`config.mk`:
```
export PLATFORM = sky130hd
export DESIGN_NAME = voice_utterance_endpointer_flat
export DESIGN_NICKNAME = d
export VERILOG_FILES = /design/src/sv/vue_pkg.sv /design/src/sv/vue_if.sv /design/src/sv/vue_cfg_regs.sv /design/src/sv/vue_engine.sv /design/src/sv/voice_utterance_endpointer.sv /design/src/flat_wrapper.sv
export VERILOG_INCLUDE_DIRS = /design/src /design/src/sv
export SDC_FILE = /design/constraint.sdc
export NUM_CORES = 1
export LEC_CHECK = 0
export BUFFER_PORTS_ARGS = -buffer_cell sky130_fd_sc_hd__buf_2
export CORE_MARGIN = 1.5
export CORE_UTILIZATION = 45
export DETAILED_ROUTE_END_ITERATION = 10
export PLACE_DENSITY = 0.62
export RECOVER_POWER = 25
export SLEW_MARGIN = 0
export SYNTH_ARGS = -nofsm -noshare
export SYNTH_HDL_FRONTEND = slang
export SYNTH_SLANG_ARGS = --single-unit
```
`constraint.sdc`:
```
create_clock -name clk -period 4.2 [get_ports clk]
set_input_delay 0.84 -clock clk [delete_from_list [all_inputs] [get_ports clk]]
set_output_delay 0.84 -clock clk [all_outputs]
set_load 0.02 [all_outputs]
```
`src/sv/voice_utterance_endpointer_defines.svh`:
```
// Assertion macros shared by the endpointer RTL.
// Each macro expects clk and rst_n in scope.
`ifndef VOICE_UTTERANCE_ENDPOINTER_DEFINES_SVH
`define VOICE_UTTERANCE_ENDPOINTER_DEFINES_SVH

// Same-cycle implication, checked out of reset
`define VUE_ASSERT_IMP(lbl, ante, cons) \
    lbl: assert property (@(posedge clk) disable iff (!rst_n) (ante) |-> (cons)) \
        else $error("endpointer check failed");

// Next-cycle implication, checked out of reset
`define VUE_ASSERT_NXT(lbl, ante, cons) \
    lbl: assert property (@(posedge clk) disable iff (!rst_n) (ante) |=> (cons)) \
        else $error("endpointer check failed");

`endif

```
`src/sv/vue_pkg.sv`:
```
package vue_pkg;

    // Chunk bytes per millisecond of audio
    localparam int unsigned BYTES_PER_MS = 32;

    localparam int unsigned MS_W    = 16;
    localparam int unsigned BYTES_W = 19;
    localparam int unsigned CHUNK_W = 12;
    localparam int unsigned CFG_IDX_W = 3;
    localparam int unsigned CFG_DATA_W = 19;

    // Modes
    localparam logic [1:0] MODE_LISTEN = 2'd0;
    localparam logic [1:0] MODE_REC    = 2'd1;
    localparam logic [1:0] MODE_READY  = 2'd2;
    localparam logic [1:0] MODE_LENT   = 2'd3;

    // Commands
    localparam logic [1:0] CMD_CHUNK  = 2'd0;
    localparam logic [1:0] CMD_FOLLOW = 2'd1;
    localparam logic [1:0] CMD_PAUSE  = 2'd2;
    localparam logic [1:0] CMD_RESUME = 2'd3;

    // End reasons
    localparam logic [1:0] REASON_NONE    = 2'd0;
    localparam logic [1:0] REASON_SILENCE = 2'd1;
    localparam logic [1:0] REASON_CAP     = 2'd2;
    localparam logic [1:0] REASON_NOTHING = 2'd3;

    // Face requests
    localparam logic [1:0] FACE_NONE    = 2'd0;
    localparam logic [1:0] FACE_REC     = 2'd1;
    localparam logic [1:0] FACE_STANDBY = 2'd2;

    // Register indexes
    localparam logic [CFG_IDX_W-1:0] REG_SILENCE_LIMIT = 3'd0;
    localparam logic [CFG_IDX_W-1:0] REG_MAX_RECORD    = 3'd1;
    localparam logic [CFG_IDX_W-1:0] REG_MIN_SPEECH    = 3'd2;
    localparam logic [CFG_IDX_W-1:0] REG_WAIT_SPEECH   = 3'd3;
    localparam logic [CFG_IDX_W-1:0] REG_BUFFER_BYTES  = 3'd4;

    // Register reset values
    localparam logic [MS_W-1:0]    RST_SILENCE_LIMIT = 16'd900;
    localparam logic [MS_W-1:0]    RST_MAX_RECORD    = 16'd8000;
    localparam logic [MS_W-1:0]    RST_MIN_SPEECH    = 16'd400;
    localparam logic [MS_W-1:0]    RST_WAIT_SPEECH   = 16'd5000;
    localparam logic [BYTES_W-1:0] RST_BUFFER_BYTES  = 19'd320000;

    typedef struct packed {
        logic [MS_W-1:0]    silence_limit_ms;
        logic [MS_W-1:0]    max_record_ms;
        logic [MS_W-1:0]    min_speech_ms;
        logic [MS_W-1:0]    wait_for_speech_ms;
        logic [BYTES_W-1:0] buffer_bytes;
    } cfg_t;

    typedef struct packed {
        logic [1:0]         cmd;
        logic               wake_detected;
        logic               speech_present;
        logic [CHUNK_W-1:0] chunk_bytes;
        logic               playback_busy;
    } item_t;

    typedef struct packed {
        logic [1:0]         mode;
        logic [BYTES_W-1:0] captured_bytes;
        logic [MS_W-1:0]    recorded_ms;
        logic [1:0]         end_reason;
        logic [1:0]         face_request;
        logic               wake_event;
    } result_t;

endpackage

```
`src/sv/vue_if.sv`:
```
interface vue_in_if;
    logic                          valid;
    logic                          ready;
    logic [1:0]                    cmd;
    logic                          wake_detected;
    logic                          speech_present;
    logic [vue_pkg::CHUNK_W-1:0]   chunk_bytes;
    logic                          playback_busy;

    modport source (output valid, cmd, wake_detected, speech_present, chunk_bytes,
                    playback_busy, input ready);
    modport sink   (input valid, cmd, wake_detected, speech_present, chunk_bytes,
                    playback_busy, output ready);
endinterface

interface vue_out_if;
    logic                          valid;
    logic                          ready;
    logic [1:0]                    mode;
    logic [vue_pkg::BYTES_W-1:0]   captured_bytes;
    logic [vue_pkg::MS_W-1:0]      recorded_ms;
    logic [1:0]                    end_reason;
    logic [1:0]                    face_request;
    logic                          wake_event;

    modport source (output valid, mode, captured_bytes, recorded_ms, end_reason,
                    face_request, wake_event, input ready);
    modport sink   (input valid, mode, captured_bytes, recorded_ms, end_reason,
                    face_request, wake_event, output ready);
endinterface

```
`src/sv/vue_cfg_regs.sv`:
```
module vue_cfg_regs (
    input  logic                               clk,
    input  logic                               rst_n,
    input  logic                               cfg_we,
    input  logic [vue_pkg::CFG_IDX_W-1:0]      cfg_index,
    input  logic [vue_pkg::CFG_DATA_W-1:0]     cfg_data,
    output vue_pkg::cfg_t                      cfg
);

    vue_pkg::cfg_t cfg_reg;
    vue_pkg::cfg_t cfg_next;

    // Decode the write into the addressed field; unknown indexes drop
    always_comb
    begin
        cfg_next = cfg_reg;
        if (cfg_we)
        begin
            unique case (cfg_index)
                vue_pkg::REG_SILENCE_LIMIT:
                    cfg_next.silence_limit_ms = cfg_data[vue_pkg::MS_W-1:0];
                vue_pkg::REG_MAX_RECORD:
                    cfg_next.max_record_ms = cfg_data[vue_pkg::MS_W-1:0];
                vue_pkg::REG_MIN_SPEECH:
                    cfg_next.min_speech_ms = cfg_data[vue_pkg::MS_W-1:0];
                vue_pkg::REG_WAIT_SPEECH:
                    cfg_next.wait_for_speech_ms = cfg_data[vue_pkg::MS_W-1:0];
                vue_pkg::REG_BUFFER_BYTES:
                    cfg_next.buffer_bytes = cfg_data[vue_pkg::BYTES_W-1:0];
                default:
                    cfg_next = cfg_reg;
            endcase
        end
    end

    always_ff @(posedge clk or negedge rst_n)
    begin
        if (!rst_n)
        begin
            cfg_reg.silence_limit_ms   <= vue_pkg::RST_SILENCE_LIMIT;
            cfg_reg.max_record_ms      <= vue_pkg::RST_MAX_RECORD;
            cfg_reg.min_speech_ms      <= vue_pkg::RST_MIN_SPEECH;
            cfg_reg.wait_for_speech_ms <= vue_pkg::RST_WAIT_SPEECH;
            cfg_reg.buffer_bytes       <= vue_pkg::RST_BUFFER_BYTES;
        end
        else
        begin
            cfg_reg <= cfg_next;
        end
    end

    assign cfg = cfg_reg;

endmodule

```
`src/sv/vue_engine.sv`:
```
module vue_engine (
    input  logic             clk,
    input  logic             rst_n,
    input  logic             advance,
    input  vue_pkg::item_t   item,
    input  vue_pkg::cfg_t    cfg,
    output vue_pkg::result_t result
);

    localparam int unsigned MS_W    = vue_pkg::MS_W;
    localparam int unsigned BYTES_W = vue_pkg::BYTES_W;
    localparam int unsigned CHUNK_W = vue_pkg::CHUNK_W;

    logic [1:0]         mode_reg, mode_next;
    logic [BYTES_W-1:0] bytes_reg, bytes_next;
    logic [MS_W-1:0]    elapsed_reg, elapsed_next;
    logic [MS_W-1:0]    silence_reg, silence_next;
    logic [MS_W-1:0]    speech_reg, speech_next;
    logic               susp_reg, susp_next;

    logic [CHUNK_W-1:0] chunk_ms;
    logic [BYTES_W:0]   byte_sum;
    logic [MS_W-1:0]    el_add, sp_add, si_add;
    logic               talked_done, capped, nothing_said;
    logic [1:0]         reason;
    logic [1:0]         face;
    logic               wake_ev;

    // Saturating 16-bit millisecond add
    function automatic logic [MS_W-1:0] sat_add(input logic [MS_W-1:0] a,
                                                input logic [CHUNK_W-1:0] b);
        logic [MS_W:0] s;
        s = {1'b0, a} + {{(MS_W + 1 - CHUNK_W){1'b0}}, b};
        return s[MS_W] ? {MS_W{1'b1}} : s[MS_W-1:0];
    endfunction

    // Per-chunk arithmetic on the current window
    assign chunk_ms = CHUNK_W'(item.chunk_bytes / vue_pkg::BYTES_PER_MS);
    assign byte_sum = {1'b0, bytes_reg} + {{(BYTES_W + 1 - CHUNK_W){1'b0}}, item.chunk_bytes};
    assign el_add   = sat_add(elapsed_reg, chunk_ms);
    assign sp_add   = sat_add(speech_reg, chunk_ms);
    assign si_add   = sat_add(silence_reg, chunk_ms);

    // Step the mode machine for one item
    always_comb
    begin
        mode_next    = mode_reg;
        bytes_next   = bytes_reg;
        elapsed_next = elapsed_reg;
        silence_next = silence_reg;
        speech_next  = speech_reg;
        susp_next    = susp_reg;
        reason       = vue_pkg::REASON_NONE;
        face         = vue_pkg::FACE_NONE;
        wake_ev      = 1'b0;
        talked_done  = 1'b0;
        capped       = 1'b0;
        nothing_said = 1'b0;

        unique case (item.cmd)
            vue_pkg::CMD_FOLLOW:
            begin
                bytes_next   = '0;
                elapsed_next = '0;
                silence_next = '0;
                speech_next  = '0;
                mode_next    = vue_pkg::MODE_REC;
            end
            vue_pkg::CMD_PAUSE:
            begin
                mode_next = vue_pkg::MODE_LENT;
            end
            vue_pkg::CMD_RESUME:
            begin
                bytes_next = '0;
                mode_next  = vue_pkg::MODE_LISTEN;
            end
            default:
            begin
                if (mode_reg == vue_pkg::MODE_READY || mode_reg == vue_pkg::MODE_LENT ||
                    item.playback_busy)
                begin
                    susp_next = 1'b1;
                end
                else
                begin
                    // Leave suspension; restore the recording face
                    if (susp_reg)
                    begin
                        susp_next = 1'b0;
                        if (mode_reg == vue_pkg::MODE_REC)
                            face = vue_pkg::FACE_REC;
                    end

                    if (mode_reg == vue_pkg::MODE_LISTEN)
                    begin
                        if (item.wake_detected)
                        begin
                            face         = vue_pkg::FACE_REC;
                            wake_ev      = 1'b1;
                            bytes_next   = '0;
                            elapsed_next = '0;
                            silence_next = '0;
                            speech_next  = '0;
                            mode_next    = vue_pkg::MODE_REC;
                        end
                    end
                    else
                    begin
                        // Accumulate bytes only while the chunk fits the buffer
                        if (byte_sum <= {1'b0, cfg.buffer_bytes})
                            bytes_next = byte_sum[BYTES_W-1:0];
                        elapsed_next = el_add;
                        if (item.speech_present)
                        begin
                            speech_next  = sp_add;
                            silence_next = '0;
                        end
                        else
                        begin
                            silence_next = si_add;
                        end

                        talked_done  = (silence_next >= cfg.silence_limit_ms) &&
                                       (speech_next >= cfg.min_speech_ms);
                        capped       = elapsed_next >= cfg.max_record_ms;
                        nothing_said = (elapsed_next >= cfg.wait_for_speech_ms) &&
                                       (speech_next < cfg.min_speech_ms);

                        if (nothing_said)
                        begin
                            reason     = vue_pkg::REASON_NOTHING;
                            face       = vue_pkg::FACE_STANDBY;
                            bytes_next = '0;
                            mode_next  = vue_pkg::MODE_LISTEN;
                        end
                        else if (talked_done || capped)
                        begin
                            reason    = capped ? vue_pkg::REASON_CAP : vue_pkg::REASON_SILENCE;
                            mode_next = vue_pkg::MODE_READY;
                        end
                    end
                end
            end
        endcase
    end

    // Commit state when the item moves to the result register
    always_ff @(posedge clk or negedge rst_n)
    begin
        if (!rst_n)
        begin
            mode_reg    <= vue_pkg::MODE_LISTEN;
            bytes_reg   <= '0;
            elapsed_reg <= '0;
            silence_reg <= '0;
            speech_reg  <= '0;
            susp_reg    <= 1'b0;
        end
        else if (advance)
        begin
            mode_reg    <= mode_next;
            bytes_reg   <= bytes_next;
            elapsed_reg <= elapsed_next;
            silence_reg <= silence_next;
            speech_reg  <= speech_next;
            susp_reg    <= susp_next;
        end
    end

    // Build the result for this item
    always_comb
    begin
        result.mode           = mode_next;
        result.captured_bytes = (mode_next == vue_pkg::MODE_READY) ? bytes_next : '0;
        result.recorded_ms    = elapsed_next;
        result.end_reason     = reason;
        result.face_request   = face;
        result.wake_event     = wake_ev;
    end

endmodule

```
`src/sv/voice_utterance_endpointer.sv`:
```
// Voice utterance endpointer: one result per request, in request order.
// Each request passes through the input register, then the result register.
// Throughput: one request per cycle unless the result side stalls; the mode step
// is a single pass between the input register and the result register.
// Reset (rst_n, async, active low): mode listening, counters and suspend flag
// cleared, registers at their defaults, both pipeline stages empty.
`include "voice_utterance_endpointer_defines.svh"

module voice_utterance_endpointer (
    input  logic                           clk,
    input  logic                           rst_n,
    input  logic                           cfg_we,
    input  logic [vue_pkg::CFG_IDX_W-1:0]  cfg_index,
    input  logic [vue_pkg::CFG_DATA_W-1:0] cfg_data,
    vue_in_if.sink                         chunk,
    vue_out_if.source                      result
);

    vue_pkg::cfg_t    cfg;
    vue_pkg::item_t   item_reg, item_in;
    vue_pkg::result_t res_reg, res_comb;
    logic             item_valid_reg, item_valid_next;
    logic             res_valid_reg, res_valid_next;
    logic             accept, advance;

    vue_cfg_regs u_cfg (
        .clk       (clk),
        .rst_n     (rst_n),
        .cfg_we    (cfg_we),
        .cfg_index (cfg_index),
        .cfg_data  (cfg_data),
        .cfg       (cfg)
    );

    vue_engine u_engine (
        .clk     (clk),
        .rst_n   (rst_n),
        .advance (advance),
        .item    (item_reg),
        .cfg     (cfg),
        .result  (res_comb)
    );

    // Handshake: advance when the result slot is free or being drained
    assign advance      = item_valid_reg && (!res_valid_reg || result.ready);
    assign chunk.ready  = !item_valid_reg || advance;
    assign accept       = chunk.valid && chunk.ready;

    always_comb
    begin
        item_in.cmd            = chunk.cmd;
        item_in.wake_detected  = chunk.wake_detected;
        item_in.speech_present = chunk.speech_present;
        item_in.chunk_bytes    = chunk.chunk_bytes;
        item_in.playback_busy  = chunk.playback_busy;
    end

    always_comb
    begin
        item_valid_next = item_valid_reg;
        if (accept)
            item_valid_next = 1'b1;
        else if (advance)
            item_valid_next = 1'b0;

        res_valid_next = res_valid_reg;
        if (advance)
            res_valid_next = 1'b1;
        else if (result.ready)
            res_valid_next = 1'b0;
    end

    // Hold the request and result valid flags
    always_ff @(posedge clk or negedge rst_n)
    begin
        if (!rst_n)
        begin
            item_valid_reg <= 1'b0;
            res_valid_reg  <= 1'b0;
        end
        else
        begin
            item_valid_reg <= item_valid_next;
            res_valid_reg  <= res_valid_next;
        end
    end

    // Capture payloads
    always_ff @(posedge clk)
    begin
        if (accept)
            item_reg <= item_in;
        if (advance)
            res_reg <= res_comb;
    end

    assign result.valid          = res_valid_reg;
    assign result.mode           = res_reg.mode;
    assign result.captured_bytes = res_reg.captured_bytes;
    assign result.recorded_ms    = res_reg.recorded_ms;
    assign result.end_reason     = res_reg.end_reason;
    assign result.face_request   = res_reg.face_request;
    assign result.wake_event     = res_reg.wake_event;

    `VUE_ASSERT_IMP(a_bytes_only_ready, res_valid_reg && (res_reg.mode != vue_pkg::MODE_READY), res_reg.captured_bytes == '0)
    `VUE_ASSERT_IMP(a_wake_enters_rec, res_valid_reg && res_reg.wake_event, (res_reg.mode == vue_pkg::MODE_REC) && (res_reg.face_request == vue_pkg::FACE_REC))
    `VUE_ASSERT_IMP(a_nothing_to_listen, res_valid_reg && (res_reg.end_reason == vue_pkg::REASON_NOTHING), (res_reg.mode == vue_pkg::MODE_LISTEN) && (res_reg.face_request == vue_pkg::FACE_STANDBY))
    `VUE_ASSERT_NXT(a_stall_blocks_input, item_valid_reg && res_valid_reg && !result.ready, item_valid_reg && res_valid_reg)

endmodule

```
`src/flat_wrapper.sv`:
```
// flat-port wrapper written by rule: the top's interface ports become plain ports
module voice_utterance_endpointer_flat 
  (clk, rst_n, cfg_we, cfg_index, cfg_data, chunk_valid, chunk_cmd, chunk_wake_detected, chunk_speech_present, chunk_chunk_bytes, chunk_playback_busy, chunk_ready, result_valid, result_mode, result_captured_bytes, result_recorded_ms, result_end_reason, result_face_request, result_wake_event, result_ready);
  vue_in_if chunk_i ();
  vue_out_if result_i ();
  input  logic clk;
  input  logic rst_n;
  input  logic cfg_we;
  input  logic [vue_pkg::CFG_IDX_W-1:0] cfg_index;
  input  logic [vue_pkg::CFG_DATA_W-1:0] cfg_data;
  input wire logic [$bits(chunk_i.valid)-1:0] chunk_valid;
  input wire logic [$bits(chunk_i.cmd)-1:0] chunk_cmd;
  input wire logic [$bits(chunk_i.wake_detected)-1:0] chunk_wake_detected;
  input wire logic [$bits(chunk_i.speech_present)-1:0] chunk_speech_present;
  input wire logic [$bits(chunk_i.chunk_bytes)-1:0] chunk_chunk_bytes;
  input wire logic [$bits(chunk_i.playback_busy)-1:0] chunk_playback_busy;
  output wire logic [$bits(chunk_i.ready)-1:0] chunk_ready;
  output wire logic [$bits(result_i.valid)-1:0] result_valid;
  output wire logic [$bits(result_i.mode)-1:0] result_mode;
  output wire logic [$bits(result_i.captured_bytes)-1:0] result_captured_bytes;
  output wire logic [$bits(result_i.recorded_ms)-1:0] result_recorded_ms;
  output wire logic [$bits(result_i.end_reason)-1:0] result_end_reason;
  output wire logic [$bits(result_i.face_request)-1:0] result_face_request;
  output wire logic [$bits(result_i.wake_event)-1:0] result_wake_event;
  input wire logic [$bits(result_i.ready)-1:0] result_ready;
  assign chunk_i.valid = chunk_valid;
  assign chunk_i.cmd = chunk_cmd;
  assign chunk_i.wake_detected = chunk_wake_detected;
  assign chunk_i.speech_present = chunk_speech_present;
  assign chunk_i.chunk_bytes = chunk_chunk_bytes;
  assign chunk_i.playback_busy = chunk_playback_busy;
  assign chunk_ready = chunk_i.ready;
  assign result_valid = result_i.valid;
  assign result_mode = result_i.mode;
  assign result_captured_bytes = result_i.captured_bytes;
  assign result_recorded_ms = result_i.recorded_ms;
  assign result_end_reason = result_i.end_reason;
  assign result_face_request = result_i.face_request;
  assign result_wake_event = result_i.wake_event;
  assign result_i.ready = result_ready;
  voice_utterance_endpointer u_core (.clk(clk), .rst_n(rst_n), .cfg_we(cfg_we), .cfg_index(cfg_index), .cfg_data(cfg_data), .chunk(chunk_i), .result(result_i));
endmodule
```
* After elaboration in Yosys (flattened, before gate mapping)
Cells that the tools add are included.
Storage, ports and cells: memories kept 0, output and inout bits 44, memory bits (writable) 0, flip-flop bits (word level) 214, word-level logic and storage cells 126, bits in latches 0, input port bits 44, memory bits (read-only) 0
Cells by class: shifts and indexed selects 0, magnitude comparators 6, bitwise operators 3, equal/unequal tests 13, $mul 0, add/sub/neg operators 4, reductions and logical operators 28, divide/modulo/power cells 0, multiplexer cells 48
Operators by type and width (count):
- 2-to-1 mux 16 bit | 19
- one-hot mux 16 bit (2 select lines) | 3
- 2-to-1 mux 19 bit | 5
- greater-or-equal comparator 16 bit | 4
- adder 16 x 7 -> 17 bit | 3
- one-hot mux 19 bit (2 select lines) | 1
- 2-to-1 mux 2 bit | 11
- adder 19 x 12 -> 20 bit | 1
- <= comparator 20 x 19 -> 1 bit | 1
- < comparator 16 bit | 1
- AND reduction 2 bit | 6
- equality test 2 bit (second input constant) | 5
- OR reduction 5 bit | 2
- 2-to-1 mux 1 bit | 8
- equality test 3 x 2 -> 1 bit (second input constant) | 2
- one-hot mux 2 bit (3 select lines) | 1
- logical OR 1 bit | 5
- equality test 2 x 1 -> 1 bit (second input constant) | 2
- logical AND 1 bit | 4
- AND reduction 4 bit | 1
- nonzero test 2 bit | 2
- OR reduction 2 bit | 2
- OR reduction 4 bit | 1
- equality test 3 x 1 -> 1 bit (second input constant) | 1
- 8 further kinds | 11

* Longest topological paths before layout
Gate-level depths: netlist (run 1).
word-level depth 15, mapped depth 21, depth with buffers taken out 19

* Hierarchy
Synthesis (run 1) repeated with hierarchy kept, for this count alone.
Second synthesis, totals: cell total of the unflattened synthesis 1217, area total of the unflattened synthesis 13056.3 µm²
By module, submodules not included:
- vue_engine | times used 1, seq. area each 1751.7 µm², area each 7972.6 µm², cells an instance 971
- vue_cfg_regs | times used 1, seq. area each 2105.8 µm², area each 3208.1 µm², cells an instance 179
- voice_utterance_endpointer | times used 1, seq. area each 1821.7 µm², area each 1875.5 µm², cells an instance 67

* Worst setup path after synthesis (run 1)
Ideal clock, no wire load.
kind reg-to-reg, from reg u_core.item_reg[6] (netlist name), to reg u_core.res_reg (netlist bit u_core.result.captured_bytes[11]), data pin, setup time 257 ps, buffers on the path 2, setup slack -475 ps, cell stages (with the launch flop) 22, data arrival time 4419 ps, data required time 3943 ps, cells stage by stage edfxtp_1 -> ha_1 -> fa_1 -> a21o_1 -> a21oi_1 -> o21bai_1 -> a211oi_1 -> nor4_1 -> nor2b_1 -> clkbuf_1 -> nor2_1 -> nor2_1 -> ha_1 -> a21o_1 -> a221o_1 -> a41oi_1 -> o21ai_0 -> o211a_1 -> nand4b_1 -> a31oi_4 -> buf_2 -> nor2_1
Between the ends: word-level cells in the longest chain between the ends 15
Ends and longest elaborated chain:
- start: declaration | line voice_utterance_endpointer.sv:20 | vue_pkg::item_t item_reg, item_in;
- start signal: assignment | line voice_utterance_endpointer.sv:92 | item_reg <= item_in;
- adder 16 x 7 -> 17 bit | line vue_engine.sv:33 | s = {1'b0, a} + {{(MS_W + 1 - CHUNK_W){1'b0}}, b};
- 2-to-1 mux 16 bit | line vue_engine.sv:34 | return s[MS_W] ? {MS_W{1'b1}} : s[MS_W-1:0];
- 2-to-1 mux 16 bit | line vue_engine.sv:114 | if (item.speech_present)
- 2-to-1 mux 16 bit | line vue_engine.sv:95 | if (mode_reg == vue_pkg::MODE_LISTEN)
- 2-to-1 mux 16 bit | line vue_engine.sv:80 | if (mode_reg == vue_pkg::MODE_READY || mode_reg == vue_pkg::MODE_LENT ||
- 2-to-1 mux 16 bit | line vue_engine.sv:60 | unique case (item.cmd)
- greater-or-equal comparator 16 bit, on equally long branches | line vue_engine.sv:124, vue_engine.sv:125
- logical AND 1 bit | line vue_engine.sv:124 | talked_done = (silence_next >= cfg.silence_limit_ms) &&
- logical OR 1 bit | line vue_engine.sv:137 | else if (talked_done || capped)
- 2-to-1 mux 2 bit | line vue_engine.sv:137
- 2-to-1 mux 2 bit | line vue_engine.sv:130 | if (nothing_said)
- 2-to-1 mux 2 bit | line vue_engine.sv:95
- 2-to-1 mux 2 bit | line vue_engine.sv:80
- one-hot mux 2 bit (3 select lines) | line vue_engine.sv:60
- equality test 2 bit | line vue_engine.sv:175 | result.captured_bytes = (mode_next == vue_pkg::MODE_READY) ? bytes_next : '0;
- end signal: assignment | line voice_utterance_endpointer.sv:94 | res_reg <= res_comb;
- end: declaration | line voice_utterance_endpointer.sv:21 | vue_pkg::result_t res_reg, res_comb;
Parallel ways exist; a longest one is shown, timed or not. The select of a mux whose other input is x is not followed. A chain may end at the register's enable or synchronous reset.

* Final worst setup path (run 1)
from reg u_core.item_reg[6] (netlist name), to reg u_core.res_reg (netlist bit u_core.result.captured_bytes[18]), data pin
Same word-level chain as after synthesis.

==> impl_metrics.yaml, run 1 <==
status:
  outcome: "finished with violations"
  violations: "max-capacitance violations, max-slew violations, negative setup slack"
floorplanning:
  start_util: 0.456
  dieArea_um2: 30100
  die_h_um: 173
  num_rows: 62
  num_io_pins: 88
  core_area_um2: 28600
  die_w_um: 173
global_routing:
  overflow: 0
  antenna_found_initial: 0
  grt_pass1_vias: 11000
  grt_pass1_wl_um: 58700
  grtUsageTotal: 0.244
  grt_max_degree: 82
cells_and_area:
  diodes: 0
  drive_above_1_share: 0.333
  largest_reg_flops: 83
  synthToLayoutAreaGrowth_pct: 32.9
  regArea_um2: 5680
  n_fill_cell: 2383
  nNetsFinal: 1814
  multiInputGateArea_um2: 7630
worst_setup_path:
  ff2ff_setup_slack_ns: -0.42
  cp.depth: 20
  critical_path.endpoint: "u_core.result.captured_bytes[18]"
  start_kind: "flop"
  crit_chain: "ha_4, fa_2, a21o_1, a21oi_4, o21bai_4, a211oi_4, nor4_4, nor2b_4, nor2_2, nor2_1, ha_1, a21o_1, a221o_1, a41oi_2, o21ai_4, o211a_1, nand4b_1, a31oi_4, buf_6, nor3_1"
  arrival_ns: 4.89
  crit_start: "u_core.item_reg[6]"
  critPathCaptureType: "flop"
  path_common_cell: "a21o_1"
  cp_slowest_stage_delay_ns: 0.45
  cp_slowest_cell: "edfxtp_1"
  path_delay_family: "compound AO/OA/AOI/OAI gates"
  r2r-end: "u_core.result.captured_bytes[18]"
  r2r-start: "u_core.item_reg[6]"
  worstRegToRegCells: 20
  required_ns: 4.47
  criticalPathCategory: "reg -> reg"
  crit_path_max_fanout: 9
  path_buf_inv: 1
synthesis:
  avgSynthCellArea_um2: 9.68
  synth_area_leaders: "dfrtp_1 (25%), edfxtp_1 (14%), ha_1 (11%), dfstp_2 (4.6%), nand2_1 (4.4%)"
  ys_warn_count: 0
  synth_common_cells: "nand2_1 (152), dfrtp_1 (132), ha_1 (120), o21ai_0 (110), inv_1 (101)"
  yosysSeqAreaShare: 0.435
  synth.distinct_cells: 82
  synthFlopType: "dfrtp_1"
  netlist_instances: 1349
  async_flop_share: 0.724
  synth_largest_area_cell: "dfrtp_1"
  synth_edf_count: 59
  synthMostInstantiatedCell: "nand2_1"
  ys_seq_elements: 214
  syn-cell-area_um2: 13100
  syn-num-nets: 1517
  synth_top_area_share: 0.253
place:
  dp_hpwl_um: 26600
  gp_congestion: 0.899
  numPortBuffers: 87
pwr:
  vdd_ir_drop_max_uv: 338
  power_density_nw_per_um2: 417
  p_leak_nw: 7.87
  finalPower_mw: 7.24
clock_network:
  hold_buffers: 0
  clkLatencyLatePin_ns: 0.53
  cts_tree: "yes"
  cts_buffer_depth: 3
  h-tree-depth: 1
  cts_sinks: 214
  ctsRootBufferMaster: "clkbuf_16"
  cts.clk_slew.worst_paths_ns: 0.06
  numCtsBuffers: 26
route:
  drc: 0
  num_vias: 11400
  wirelength_um: 37200
  wl_per_cell_um: 18.2
  drt-pass1-iter-count: 5
  antenna_left: 0
  drtIter0Drc: 703
  via_per_inst: 5.54
hold_path:
  min_path_type: "in -> reg"
timing:
  period_share: 1.10
  finalCriticalPeriod_ns: 4.62
  hold_ws_ns: 0.479
  maxSlewHeadroom: -0.404
  setup_viol: 44
  clock-skew-final_ns: 0.0114
  final.setup.worst_slack_ns: -0.424
  tightest_slew_ns: 2.11
  drv_slew: 81
  fmax_mhz: 216
  finalHoldViolations: 0
  rsz0062_at_grt: "true"
run:
  maxCapViolations: 1
==> logic make-up after synthesis <==
group / after synthesis / share of synthesized area
adders and majority gates: 124 / 0.121
muxes: 27 / 0.0228
AOI/OAI and AO/OA: 404 / 0.206
buffers and inverters: 153 / 0.0461
DFF: 214 / 0.435
and+or+nand+nor: 385 / 0.142
xor gates and xnor gates: 42 / 0.0282
==> metal layers <==
metal | track usage | vias up | part of all wire
li1 | - | 5501 | -
met3 | 0.0331 | 71 | 0.048
met4 | 0.0797 | 0 | 0.032
met2 | 0.399 | 313 | 0.46
met1 | 0.334 | 5473 | 0.46
met5 | 0 | - | 0
==> power breakdown <==
group	internal (mW)	switching, mW
clock network	1.31	0.889
registers	2.46	0.155
logic	1.13	1.29
total	4.91	2.34
==> worst min-delay path by stage <==
stage,endpoint,from,slack (ns),cells after the start
finish,u_core.item_reg[13],chunk_speech_present,0.48,1
global route,u_core.item_reg[13],chunk_speech_present,0.47,1
CTS,u_core.u_engine.elapsed_reg[9],rst_n,0.39,1
detailed placement,u_core.u_engine.silence_reg[2],u_core.u_engine.silence_reg[2],0.49,1
global placement,u_core.u_engine.silence_reg[0],u_core.u_engine.silence_reg[0],0.47,2
floorplan,u_core.u_engine.silence_reg[0],u_core.u_engine.silence_reg[0],0.45,2
==> cell usage in the layout (no fill, tap or decap), types with 17 or more instances in the layout <==
cell type	n
buf_2	85
xnor2_1	24
a22o_1	51
o21ai_0	106
o21ai_1	17
nand2_1	148
nand3_1	26
ha_1	108
a21o_1	24
dfrtp_1	132
inv_1	100
buf_4	208
edfxtp_1	59
clkbuf_16	28
a31oi_1	17
mux2_2	21
a21oi_1	65
nor2_1	65
dfstp_2	23
==> metrics by stage <==
| step | setup slack (ns) | cells | utilization | area (um^2) | setup TNS (ns) |
|---|---|---|---|---|---|
| global route | -0.631 | 2050 | 0.607 | 17400 | -21.40 |
| CTS | -0.417 | 2034 | 0.583 | 16700 | -14.07 |
| floorplan | -0.163 | 1349 | - | 13100 | -3.16 |
| detailed placement | -0.660 | 1958 | 0.535 | 15300 | -23.83 |
| global placement | -0.637 | 1958 | 0.535 | 15300 | -22.25 |
| finish | -0.424 | 2050 | 0.607 | 17400 | -13.35 |
==> worst reg2reg max path, delay by kind of cell, from the launching register on <==
kind,cells,cell delay (ns)
AOI/OAI and AO/OA,10,2.06
adders and majority gates,3,0.89
and+or+nand+nor,6,0.80
DFF,1,0.45
buffers and inverters,1,0.18
==> what timing repair did <==
| action | 4_1_cts | 5_1_grt |
|---|---|---|
| cloned | 2 | 1 |
| endpoints found under the setup margin | 46 | 46 |
| buffers inserted | 27 | 21 |
| resized for setup | 52 | 115 |
| pin swaps | 30 | 88 |
==> cell type report <==
cell class / count / area share
multi-input combinational: 982 / 0.439
sequential: 214 / 0.327
timing repair buffer: 320 / 0.136
clock buffer: 34 / 0.0410
tap: 384 / 0.0277
inverter: 102 / 0.0220
clock inverter: 14 / 0.00699
Power figures use the tool's default switching activity.
==> inputs of run 2 (changes only) <==
--- a/config.mk
+++ b/config.mk
@@ -7,10 +7,11 @@
 export NUM_CORES = 1
 export LEC_CHECK = 0
 export BUFFER_PORTS_ARGS = -buffer_cell sky130_fd_sc_hd__buf_2
+export CORE_ASPECT_RATIO = 1.1
 export CORE_MARGIN = 1.5
 export CORE_UTILIZATION = 45
 export DETAILED_ROUTE_END_ITERATION = 10
-export PLACE_DENSITY = 0.62
+export PLACE_DENSITY = 0.59
 export RECOVER_POWER = 25
 export SLEW_MARGIN = 0
 export SYNTH_ARGS = -nofsm -noshare
==> constraint.sdc (replaced) <==
create_clock -name clk -period 5.7 [get_ports clk]
set_input_delay 1.14 -clock clk [delete_from_list [all_inputs] [get_ports clk]]
set_output_delay 1.14 -clock clk [all_outputs]
set_load 0.02 [all_outputs]
==> impl_metrics.yaml, run 2 (synthesis results as in run 1) <==
worst_setup_path:
  r2r-start: "u_core.item_reg[6]"
  critPathCaptureType: "flop"
  crit_chain: "ha_1, fa_1, a21o_1, a21oi_1, nand2b_1, a211oi_1, nand2b_1, buf_4, nor2b_1, ha_1, nand2b_1, a31oi_1, o311ai_1, a211oi_2, a21o_1, buf_4, a31o_1, a21o_1, a22o_1"
  cp_slowest_cell: "edfxtp_1"
  criticalPathCategory: "reg -> reg"
  required_ns: 6.18
  worstRegToRegCells: 19
  crit_path_max_fanout: 13
  ff2ff_setup_slack_ns: 0.34
  r2r-end: "u_core.u_engine.bytes_reg[2]"
  arrival_ns: 5.84
  start_kind: "flop"
  cp_slowest_stage_delay_ns: 0.52
timing:
  fmax_mhz: 187
  period_share: 0.940
  setup_viol: 0
  clock-skew-final_ns: 0.0139
  drv_slew: 109
  setup_tns_ns: 0
  rsz0062_at_grt: "false"
  finalHoldViolations: 0
  finalCriticalPeriod_ns: 5.36
  maxSlewHeadroom: -1.72
  tightest_slew_ns: 4.09
cells_and_area:
  diodes: 0
  largest_reg_flops: 83
  final_cell_mix: "nand2_1 (152), dfrtp_1 (132), ha_1 (120)"
  finalNonFillerCells: 1821
  regArea_um2: 5680
  final_common_cell: "nand2_1"
  synthToLayoutAreaGrowth_pct: 12.8
  nNetsFinal: 1601
  drive_above_1_share: 0.153
  multiInputGateArea_um2: 6810
  n_fill_cell: 2678
route:
  wirelength_um: 35700
  antenna_left: 0
  via_per_inst: 5.65
  wl_per_cell_um: 19.6
  num_vias: 10300
  drt-pass1-iter-count: 5
  drc: 0
  drtIter0Drc: 852
global_routing:
  grt_pass1_vias: 10100
  antenna_found_initial: 0
  overflow: 0
  grt_max_degree: 72
  grt_pass1_wl_um: 57000
  grtUsageTotal: 0.245
hold_path:
  min_path_type: "reg -> reg"
  hold_depth: 2
  whs_endpoint: "u_core.u_engine.silence_reg[0]"
  hold_start: "u_core.u_engine.silence_reg[0]"
status:
  outcome: "finished with violations"
  violations: "max-capacitance violations, max-slew violations"
floorplanning:
  num_rows: 65
  dieArea_um2: 30100
  start_util: 0.456
  core_area_um2: 28600
  die_h_um: 182
  num_io_pins: 88
  die_w_um: 165
clock_network:
  h-tree-depth: 1
  numCtsBuffers: 26
  cts_tree: "yes"
  ctsRootBufferMaster: "clkbuf_16"
  cts.clk_slew.worst_paths_ns: 0.06
  cts_buffer_depth: 3
  clkLatencyLatePin_ns: 0.54
  cts_sinks: 214
  hold_buffers: 0
pwr:
  power_density_nw_per_um2: 325
  p_leak_nw: 6.59
  vdd_ir_drop_max_uv: 224
place:
  gp_congestion: 0.906
  dp_cells: 1772
  numPortBuffers: 87
  dp_hpwl_um: 25700
run:
  maxCapViolations: 2
[run 2: cell types whose count changed in the layout (fill, tap and decap cells not counted), moves of 12 or more]
cell | previous run | this run
nor2_1 | 65 | 81
a21oi_2 | 14 | 2
ha_1 | 108 | 120
buf_4 | 208 | 17
buf_6 | 15 | 0
a21oi_1 | 65 | 82
[run 2: stage by stage]
| stage | instance area [um^2] | util | worst slack (ns) | hold slack [ns] | total power, mW |
|---|---|---|---|---|---|
| final | 14700 | 0.515 | 0.340 | 0.494 | 4.79 |
| after global routing | 14700 | 0.515 | 0.0208 | 0.514 | 5.08 |
| after CTS | 14700 | 0.514 | 0.0196 | 0.495 | 4.82 |
| after detailed placement | 13900 | 0.486 | 0.0551 | 0.476 | 3.22 |
| after global placement | 13900 | 0.486 | 0.206 | 0.478 | 3.19 |
| after floorplan | 13100 | - | 1.02 | 0.452 | 2.84 |
[run 2: worst max-delay path by stage]
stage                     slack, ns                                to               start
after floorplan                1.02  u_core.result.captured_bytes[11]  u_core.item_reg[6]
after global placement         0.21  u_core.result.captured_bytes[15]  u_core.item_reg[6]
after detailed placement       0.06  u_core.result.captured_bytes[15]  u_core.item_reg[6]
after CTS                      0.02  u_core.result.captured_bytes[15]  u_core.item_reg[6]
after global routing           0.02      u_core.u_engine.bytes_reg[5]  u_core.item_reg[6]
final                          0.34      u_core.u_engine.bytes_reg[2]  u_core.item_reg[6]
[run 2: layer usage]
layer  track usage  up-vias  wire, um
li1              -     5058         -
met1         0.343     4931     16300
met2         0.392      249     16500
met3        0.0336       56      1770
met4        0.0721        0      1070
met5             0        -         0
[run 2: layout make-up]
| cell class | instances | area share |
|---|---|---|
| flip-flops and latches | 214 | 0.386 |
| inverters | 102 | 0.0260 |
| clock inverters | 10 | 0.00399 |
| repair buffers | 107 | 0.0397 |
| well taps | 368 | 0.0313 |
| clock buffers | 38 | 0.0515 |
| multi-input cells | 982 | 0.462 |
[run 2: critical path, delay by kind of cell, from the launching register on]
| family | cells | cell delay, ns |
|---|---|---|
| AND/OR/NAND/NOR | 4 | 0.95 |
| AO/OA/AOI/OAI | 10 | 2.40 |
| adder cells (fa/ha/maj) | 3 | 0.99 |
| flip-flops | 1 | 0.52 |
| buffers and inverters | 2 | 0.43 |
[run 2: power by group]
part           switching, mW  total [mW]  internal, mW
Combinational          0.777        1.28         0.499
Sequential             0.120        1.93          1.81
Clock                  0.658        1.58         0.921
[run 2: timing repair]
action                     CTS  global route
gates resized for setup      0             1
setup endpoints to repair    0            31
buffers inserted             0             1
